$ cat src/design/ppik_pkg.sv
// Package with shared types, codes and the key position table.
`timescale 1ns / 1ps
package ppik_pkg;

    // Kinds of input transfer.
    localparam logic [1:0] ACT_KEY   = 2'd0;
    localparam logic [1:0] ACT_READ  = 2'd1;
    localparam logic [1:0] ACT_WRITE = 2'd2;

    // Port numbers.
    localparam logic [1:0] PORT_SLOT   = 2'd0;
    localparam logic [1:0] PORT_MATRIX = 2'd1;
    localparam logic [1:0] PORT_C      = 2'd2;
    localparam logic [1:0] PORT_CTRL   = 2'd3;

    localparam logic [7:0] BYTE_ONES = 8'hff;

    // One accepted input item.
    typedef struct packed {
        logic [1:0] action;
        logic [7:0] key_code;
        logic [1:0] port_select;
        logic [7:0] write_data;
    } cmd_t;

    // Position of a host key in the matrix: high nibble is row plus one,
    // low nibble is the column. Zero means the key is not wired.
    function automatic logic [7:0] key_position(input logic [6:0] idx);
        logic [7:0] pos;
        case (idx)
            7'd1:  pos = 8'h11;
            7'd2:  pos = 8'h12;
            7'd3:  pos = 8'h13;
            7'd4:  pos = 8'h14;
            7'd5:  pos = 8'h15;
            7'd6:  pos = 8'h16;
            7'd7:  pos = 8'h17;
            7'd8:  pos = 8'h20;
            7'd9:  pos = 8'h21;
            7'd10: pos = 8'h10;
            7'd15: pos = 8'h56;
            7'd16: pos = 8'h64;
            7'd17: pos = 8'h42;
            7'd18: pos = 8'h57;
            7'd19: pos = 8'h61;
            7'd20: pos = 8'h66;
            7'd21: pos = 8'h62;
            7'd22: pos = 8'h46;
            7'd23: pos = 8'h54;
            7'd24: pos = 8'h55;
            7'd26: pos = 8'h87;
            7'd29: pos = 8'h36;
            7'd30: pos = 8'h60;
            7'd31: pos = 8'h41;
            7'd32: pos = 8'h43;
            7'd33: pos = 8'h44;
            7'd34: pos = 8'h45;
            7'd35: pos = 8'h47;
            7'd36: pos = 8'h50;
            7'd37: pos = 8'h51;
            7'd38: pos = 8'h27;
            7'd43: pos = 8'h67;
            7'd44: pos = 8'h65;
            7'd45: pos = 8'h40;
            7'd46: pos = 8'h63;
            7'd47: pos = 8'h37;
            7'd48: pos = 8'h53;
            7'd49: pos = 8'h52;
            7'd50: pos = 8'h32;
            7'd51: pos = 8'h33;
            7'd52: pos = 8'h34;
            7'd55: pos = 8'h90;
            default: pos = 8'h00;
        endcase
        return pos;
    endfunction

endpackage

$ cat src/design/ppik_key_matrix.sv
// Key matrix storage with key event update and row readout.
`timescale 1ns / 1ps
module ppik_key_matrix #(
    parameter int MATRIX_ROWS = 11
) (
    input  logic          aclk,
    input  logic          aresetn,
    input  logic          step,
    input  ppik_pkg::cmd_t cmd,
    input  logic [3:0]    row_sel,
    output logic [7:0]    row_data
);
    import ppik_pkg::*;

    logic [7:0] matrix_reg  [MATRIX_ROWS];
    logic [7:0] matrix_next [MATRIX_ROWS];
    logic [7:0] entry;
    logic [3:0] entry_row;
    logic       hit;

    assign entry     = key_position(cmd.key_code[6:0]);
    assign entry_row = entry[7:4] - 4'd1;
    // The row must exist and the column must be a bit of the byte.
    assign hit = step && (cmd.action == ACT_KEY) && (entry[7:4] != 4'd0)
                 && ((5'(entry[7:4]) - 5'd1) < 5'(MATRIX_ROWS)) && !entry[3];

    always_comb begin
        for (int r = 0; r < MATRIX_ROWS; r++) begin
            matrix_next[r] = matrix_reg[r];
            if (hit && entry_row == 4'(r)) begin
                matrix_next[r][entry[2:0]] = !cmd.key_code[7];
            end
        end
    end

    always_ff @(posedge aclk) begin
        for (int r = 0; r < MATRIX_ROWS; r++) begin
            if (!aresetn) begin
                matrix_reg[r] <= '0;
            end else begin
                matrix_reg[r] <= matrix_next[r];
            end
        end
    end

    // Rows read active low; a select past the last row reads all ones.
    always_comb begin
        row_data = BYTE_ONES;
        for (int r = 0; r < MATRIX_ROWS; r++) begin
            if (row_sel == 4'(r)) begin
                row_data = ~matrix_reg[r];
            end
        end
    end

endmodule

$ cat src/design/ppik_port_regs.sv
// Slot and port C registers, port writes and the port read selection.
`timescale 1ns / 1ps
module ppik_port_regs (
    input  logic           aclk,
    input  logic           aresetn,
    input  logic           step,
    input  ppik_pkg::cmd_t cmd,
    input  logic [7:0]     row_data,
    output logic [7:0]     port_c,
    output logic [7:0]     read_data
);
    import ppik_pkg::*;

    logic [7:0] slot_reg, slot_next;
    logic [7:0] port_c_reg, port_c_next;

    always_comb begin
        slot_next   = slot_reg;
        port_c_next = port_c_reg;
        if (step && cmd.action == ACT_WRITE) begin
            unique case (cmd.port_select)
                PORT_SLOT:   slot_next   = cmd.write_data;
                PORT_C:      port_c_next = cmd.write_data;
                PORT_CTRL: begin
                    // Bit set/reset command; mode writes have bit 7 set.
                    if (!cmd.write_data[7]) begin
                        port_c_next[cmd.write_data[3:1]] = cmd.write_data[0];
                    end
                end
                default: ;
            endcase
        end
    end

    always_ff @(posedge aclk) begin
        if (!aresetn) begin
            slot_reg   <= '0;
            port_c_reg <= '0;
        end else begin
            slot_reg   <= slot_next;
            port_c_reg <= port_c_next;
        end
    end

    assign port_c = port_c_reg;

    always_comb begin
        unique case (cmd.port_select)
            PORT_SLOT:   read_data = slot_reg;
            PORT_MATRIX: read_data = row_data;
            PORT_C:      read_data = port_c_reg;
            default:     read_data = BYTE_ONES;
        endcase
    end

endmodule

$ cat src/design/ppi_keyboard_matrix_top.sv
// Top level of the parallel port interface with a scanned key matrix.
`timescale 1ns / 1ps
// Usage: each slave-side transfer carries one command. s_tuser holds the
// kind (key event, port read or port write); s_tdata holds the key code,
// the port number and the write byte. Key events set or clear one bit of
// the key matrix through a fixed position table. Port writes load the
// slot register or port C, or set/reset one port C bit. Only port reads
// give a result: one master-side transfer whose tdata is the read byte.
// A command is captured in an input register and is executed from there
// by short logic that updates the state and loads the result register,
// so a read result passes through the input register and the result
// register before it is presented on the master side.
// One command can be taken every cycle. When the receiver stalls with a
// result waiting, a pending read holds in the input register and s_tready
// drops; key events and writes behind no waiting read keep flowing.
// Reset clears the key matrix (no key down), the slot register, port C
// and both valid flags; it needs no clearing pass.
// s_tready stays low while reset is asserted.
module ppi_keyboard_matrix_top #(
    parameter int MATRIX_ROWS = 11
) (
    input  logic        aclk,
    input  logic        aresetn,
    input  logic        s_tvalid,
    output logic        s_tready,
    input  logic [23:0] s_tdata,  // key_code[7:0], port_select[9:8],
                                  // write_data[17:10], zero [23:18]
    input  logic [1:0]  s_tuser,  // action[1:0]
    output logic        m_tvalid,
    input  logic        m_tready,
    output logic [7:0]  m_tdata   // read_data[7:0]
);
    import ppik_pkg::*;

    cmd_t       cmd_reg;
    logic       in_valid_reg;
    logic [7:0] out_data_reg;
    logic       out_valid_reg;

    logic       out_free;
    logic       is_read;
    logic       step;
    logic [7:0] row_data;
    logic [7:0] port_c;
    logic [7:0] read_data;

    assign out_free = !out_valid_reg || m_tready;
    assign is_read  = (cmd_reg.action == ACT_READ);
    // The held command executes unless it is a read with nowhere to go.
    assign step     = in_valid_reg && (!is_read || out_free);
    assign s_tready = aresetn && (!in_valid_reg || step);

    always_ff @(posedge aclk) begin
        if (!aresetn) begin
            in_valid_reg <= 1'b0;
        end else if (s_tready) begin
            in_valid_reg <= s_tvalid;
        end
    end

    always_ff @(posedge aclk) begin
        if (s_tready && s_tvalid) begin
            cmd_reg.action      <= s_tuser;
            cmd_reg.key_code    <= s_tdata[7:0];
            cmd_reg.port_select <= s_tdata[9:8];
            cmd_reg.write_data  <= s_tdata[17:10];
        end
    end

    ppik_key_matrix #(
        .MATRIX_ROWS(MATRIX_ROWS)
    ) u_matrix (
        .aclk    (aclk),
        .aresetn (aresetn),
        .step    (step),
        .cmd     (cmd_reg),
        .row_sel (port_c[3:0]),
        .row_data(row_data)
    );

    ppik_port_regs u_ports (
        .aclk     (aclk),
        .aresetn  (aresetn),
        .step     (step),
        .cmd      (cmd_reg),
        .row_data (row_data),
        .port_c   (port_c),
        .read_data(read_data)
    );

    // Result register: loaded by an executing read, freed by a transfer.
    always_ff @(posedge aclk) begin
        if (!aresetn) begin
            out_valid_reg <= 1'b0;
        end else if (out_free) begin
            out_valid_reg <= step && is_read;
        end
    end

    always_ff @(posedge aclk) begin
        if (step && is_read) begin
            out_data_reg <= read_data;
        end
    end

    assign m_tvalid = out_valid_reg;
    assign m_tdata  = out_data_reg;

endmodule
$ cat config.mk
export PLATFORM = sky130hd
export DESIGN_NAME = ppi_keyboard_matrix_top
export DESIGN_NICKNAME = d
export VERILOG_FILES = /design/src/design/ppik_pkg.sv /design/src/design/ppik_key_matrix.sv /design/src/design/ppik_port_regs.sv /design/src/design/ppi_keyboard_matrix_top.sv
export SDC_FILE = /design/constraint.sdc
export NUM_CORES = 1
export LEC_CHECK = 0
export BUFFER_PORTS_ARGS = -buffer_cell sky130_fd_sc_hd__buf_2
export CORE_UTILIZATION = 55
export DETAILED_ROUTE_END_ITERATION = 6
export PLACE_DENSITY = 0.73
export SLEW_MARGIN = 20
export SYNTH_ARGS = -nofsm -noshare
export SYNTH_HDL_FRONTEND = slang
export SYNTH_SLANG_ARGS = --single-unit
export TNS_END_PERCENT = 10
$ cat constraint.sdc
create_clock -name aclk -period 6.45 [get_ports aclk]
set_input_delay 0.9675 -clock aclk [delete_from_list [all_inputs] [get_ports aclk]]
set_output_delay 0.9675 -clock aclk [all_outputs]
set_load 0.05 [all_outputs]
# ---- Word-level counts from Yosys, hierarchy flattened
# Memory sizes are Yosys's and may differ from the RTL's. A register that Yosys moved wholly into a read port is not among the register bits.
# Cells that the tools add are included.
dict set report totals {
  register_bits 46
  latchBits 0
  mem_bits_rw 88
  rom_bits 448
  inputBits 30
  out_inout_bits 10
  elab_cells 160
  memories 2
}
dict set report classes {
  addsub 2
  multipliers 0
  div_mod_pow 0
  n_lt_le_gt_ge 5
  eq_ne 26
  shift 0
  mux 56
  n_bitwise 22
  n_reduce_logical 38
}
# memory depth word_bits read_ports rd_clocked_by_memory_dff wr line_no
set mem_list {}
lappend mem_list {{(no name shown)} 64 7 1 1 0 ppik_pkg.sv:30} ;# case (idx)
lappend mem_list {u_matrix.matrix_reg 11 8 11 0 11 ppik_key_matrix.sv:15} ;# logic [7:0] matrix_reg [MATRIX_ROWS];
# op n
set op_table {}
lappend op_table {{2-to-1 mux 8 bit} 35}
lappend op_table {{bitwise mux 8 bit} 12}
lappend op_table {{NOT 8 bit} 11}
lappend op_table {{== test 4 x 3 -> 1 bit, second input constant} 8}
lappend op_table {{== test 4 bit, second input constant} 6}
lappend op_table {{one-hot mux 8 bit (3 select lines)} 1}
lappend op_table {{logical AND 1 bit} 22}
lappend op_table {{== test 4 x 2 -> 1 bit, second input constant} 4}
lappend op_table {{one-hot mux 8 bit (2 select lines)} 1}
lappend op_table {{bitwise OR 1 bit} 11}
lappend op_table {{== test 4 x 1 -> 1 bit, second input constant} 2}
lappend op_table {{logical NOT 4 bit} 2}
lappend op_table {{< comparator 3 x 4 -> 1 bit, second input constant} 2}
lappend op_table {{demux 1 bit (select 3 bit)} 2}
lappend op_table {{== test 2 bit, second input constant} 3}
lappend op_table {{>= comparator 3 x 1 -> 1 bit, second input constant} 2}
lappend op_table {{2-to-1 mux 6 bit} 1}
lappend op_table {{logical NOT 1 bit} 5}
lappend op_table {{< comparator 5 x 4 -> 1 bit, second input constant} 1}
lappend op_table {{subtractor 4 x 1 -> 5 bit, second input constant} 1}
lappend op_table {{== test 2 x 1 -> 1 bit, second input constant} 2}
lappend op_table {{logical NOT 2 bit} 2}
lappend op_table {{2-to-1 mux 1 bit} 4}
lappend op_table {{nonzero test 4 bit} 1}
lappend op_table {{6 further kinds} 8}

# ---- Depth between registers and ports, before layout
# An unclocked memory read counts as a cell.
dict set report logic_depth {
  word_depth 14
  depth_mapped 11
  mapped_depth_nobuf 10
}

# ---- Cells and area by module
# A second synthesis with hierarchy kept.
dict set report hier_totals {
  hier_cells 748
  area_unflattened_um2 7165.6
}
# module instances cells_per_inst area_each_um2 seq_area_each_um2
set by_module_without_submodules {}
lappend by_module_without_submodules {ppik_key_matrix 1 582 5201.2 1761.7}
lappend by_module_without_submodules {ppik_port_regs 1 123 999.7 320.3}
lappend by_module_without_submodules {ppi_keyboard_matrix_top 1 43 964.7 880.8}

# ---- Worst setup path after synthesis
# No wires, ideal clock.
dict set report synth_path {
  path_type {input to register}
  startpoint {input m_tready}
  endpoint {register (tool-made name)}
  setup_ps 124
  t_arrival_ps 3242
  required_ps 6326
  path_slack_ps 3084
  cell_stages 10
  path_buffers 1
  cell_sequence {nand2b_1 o211ai_4 inv_4 mux2i_2 inv_1 ha_1 clkbuf_1 o221ai_2 a21oi_1 a2111o_1}
}
# item line_no
set synth_rtl {}
lappend synth_rtl {{start: declaration} ppi_keyboard_matrix_top.sv:30} ;# input logic m_tready,

==> metrics.txt <==
register share of total power=44.6%; initial antenna violation count=0; CTS max path bufs=2; IO Port Bufs=33; sequential area share after synthesis=40.7%; worst rel slew slack=23.2%; Post-synth ARST share=0%; core area=13400 sq um; Total GRT Usage=27.8%; syn_area_per_cell=8.84 sq um; Area Overhead vs Synth=9.89%; placed cells=1009; Die W=120 um; via/cell ratio=6.38; ANT nets after route=0; sw frac=25.5%; Initial Util=56.9%; part of the power in the clock network=46.9%; FP Rows=42; Post-CTS Setup Inserts=0; final setup fails=0; CP arrival=3990 ps; clock latency at the later pin of the worst-skew pair=440 ps; post-layout minimum cycle time=3680 ps; clk sinks=141; post-synth top area share=29.6%; critical path required time=6760 ps; Critical Path End Type=flop; P per Cell Area=251 nW/um^2; Slew @ Worst Pin=1140 ps; Cell Int Power=1.57 mW; post-route insts no fill=1041; Die ar.=14300 sq um; number of flip-flops in the largest register=88; total grt overflow=0; first-pass GRT wire length=31.3 mm; routed len/inst=18.6 um; Peak VDD IR=0.200 mV; largest net degree at the start of global routing=110; clk slew on worst S/H paths=60 ps; Synth area leader=dfxtp_1; via count=6644; period utilization=57.1%; setup TNS=0 ps; Resized Gates After CTS=0; max-slew violations=0; Design Area, Final=8380 sq um; final setup margin=2770 ps; share of cells above drive strength 1=11.3%; warnings from Yosys=0; I/O pin count=40; Comb pwr share=8.5%; #FFs+latches synth=141; Main synth FF type=dfxtp_1; nets=894; Util after Layout=62.6%; final hold slack=457 ps; Synthesized Nets=905; number of DRC markers in iteration 0=684; Worst Skew=10.6 ps; ranking of synthesized cells by area=dfxtp_1 30%, mux2i_1 13%, edfxtp_1 11%, nand2_1 7.8%, o211ai_1 3.2%; Placer Congestion=0.895; worst min-delay path class=reg2reg; cell area after synthesis=7630 sq um; Post-DP Area=7780 sq um; diode count=0; htree depth=4; Inserted Clock Buffers=17; Design Power=2.10 mW; fmax=272 MHz; Post-Route WL=19.4 mm; Static Leakage=3.21 nW; CTS tree=yes; vias in the first global route=6279; Post-synth EDFFs=28; die height=120 um; Root Driver=clkbuf_16; RSZ-0062 raised after global routing=no; # hold bufs at CTS=0; # DRC=0; Crit Path Max Fanout=44; Mapped Cells=863; Pre-Repair DR Iteration Count=7; pre-CTS WS=2390 ps; crit start category=primary input; Max Cap Viol=0; Yosys cell types=66; outcome=complete, no violations; Hold Vio Cnt, Final=0; HPWL Detailed=12.6 mm; Psw=537 uW; critical path type=in2reg
==> cell usage in the layout (no fill, tap or decap), types with 28 or more instances in the layout <==
master | Yosys | final
nor2_1 | 44 | 44
nand2_1 | 159 | 159
o31ai_1 | 32 | 32
edfxtp_1 | 28 | 28
dfxtp_1 | 113 | 113
o21ai_0 | 46 | 46
a21oi_1 | 36 | 36
mux2i_1 | 97 | 96
o211ai_1 | 33 | 33
buf_2 | 5 | 33
==> power by group through the flow <==
stage / combinational [mW] / sequential [mW] / clock, mW
2_1_floorplan: 0.137 / 0.944 / 0
3_3_place_gp: 0.169 / 0.955 / 0
3_5_place_dp: 0.175 / 0.956 / 0
4_1_cts: 0.176 / 0.937 / 0.992
5_1_grt: 0.195 / 0.940 / 1.03
6_report: 0.179 / 0.938 / 0.986
==> critical path: stages <==
cell and delay, ps:
buf_2 90, nand2b_1 210, o211ai_4 380, inv_4 300, mux2i_2 650, inv_1 190, ha_1 390, o221ai_2 230
a21oi_1 100, a2111o_1 460
==> layer usage <==
metal / GRT usage (%) / vias to the layer above / part of all wire [%]
li1: - / 3111 / -
met1: 34.4 / 3214 / 43
met2: 45.6 / 258 / 49
met3: 6.08 / 61 / 5.7
met4: 13.9 / 0 / 3.0
met5: 0 / - / 0
==> synth_stat cells, drive strengths merged (2+ instances only) <==
master,count
nand2,159
dfxtp,113
mux2i,99
clkbuf,55
o21ai,46
nor2,44
a21oi,36
o211ai,34
o31ai,32
edfxtp,28
nand3,20
nor2b,19
inv,17
nor3,15
o21a,14
nand2b,13
buf,12
ha,12
o22ai,10
mux2,7
a221oi,6
and2,5
nor3b,5
o221a,5
mux4,4
nand4,4
o2111ai,4
or3,4
a31oi,3
nand3b,3
nand4b,3
o221ai,3
a32o,2
and3,2
nor4,2
o311a,2
or4,2
==> kinds of logic (layout without fill, tap and decap cells) <==
family                     after synthesis  count (layout)  synth area share (%)
and+or+nand+nor                        303             303                  18.2
AOI/OAI and AO/OA                      213             213                  19.3
adders and majority gates               12              12                  1.97
buffers and inverters                   84              86                  4.44
DFF                                    141             141                  40.7
muxes                                  110             110                  15.4
==> final timing paths <==
check                                                from  slack, ps                   endpoint  cells after the start
worst max register to register                cmd_reg[18]       3010                       flop                      9
worst min-delay path            u_matrix.matrix_reg[1][1]        460  u_matrix.matrix_reg[1][1]                      2
worst min register to register  u_matrix.matrix_reg[1][1]        460  u_matrix.matrix_reg[1][1]                      2
worst max-delay path                             m_tready       2770                       flop                     10
==> area by class of cell <==
cell class                 instances  area, sq um
multi-input combinational        638         4210
clock inverter                    13          138
clock buffer                      19          454
timing repair buffer              37          195
fill                            1120         5020
tap                              176          220
inverter                          17         66.3
sequential                       141         3100
Power figures use the tool's default switching activity.
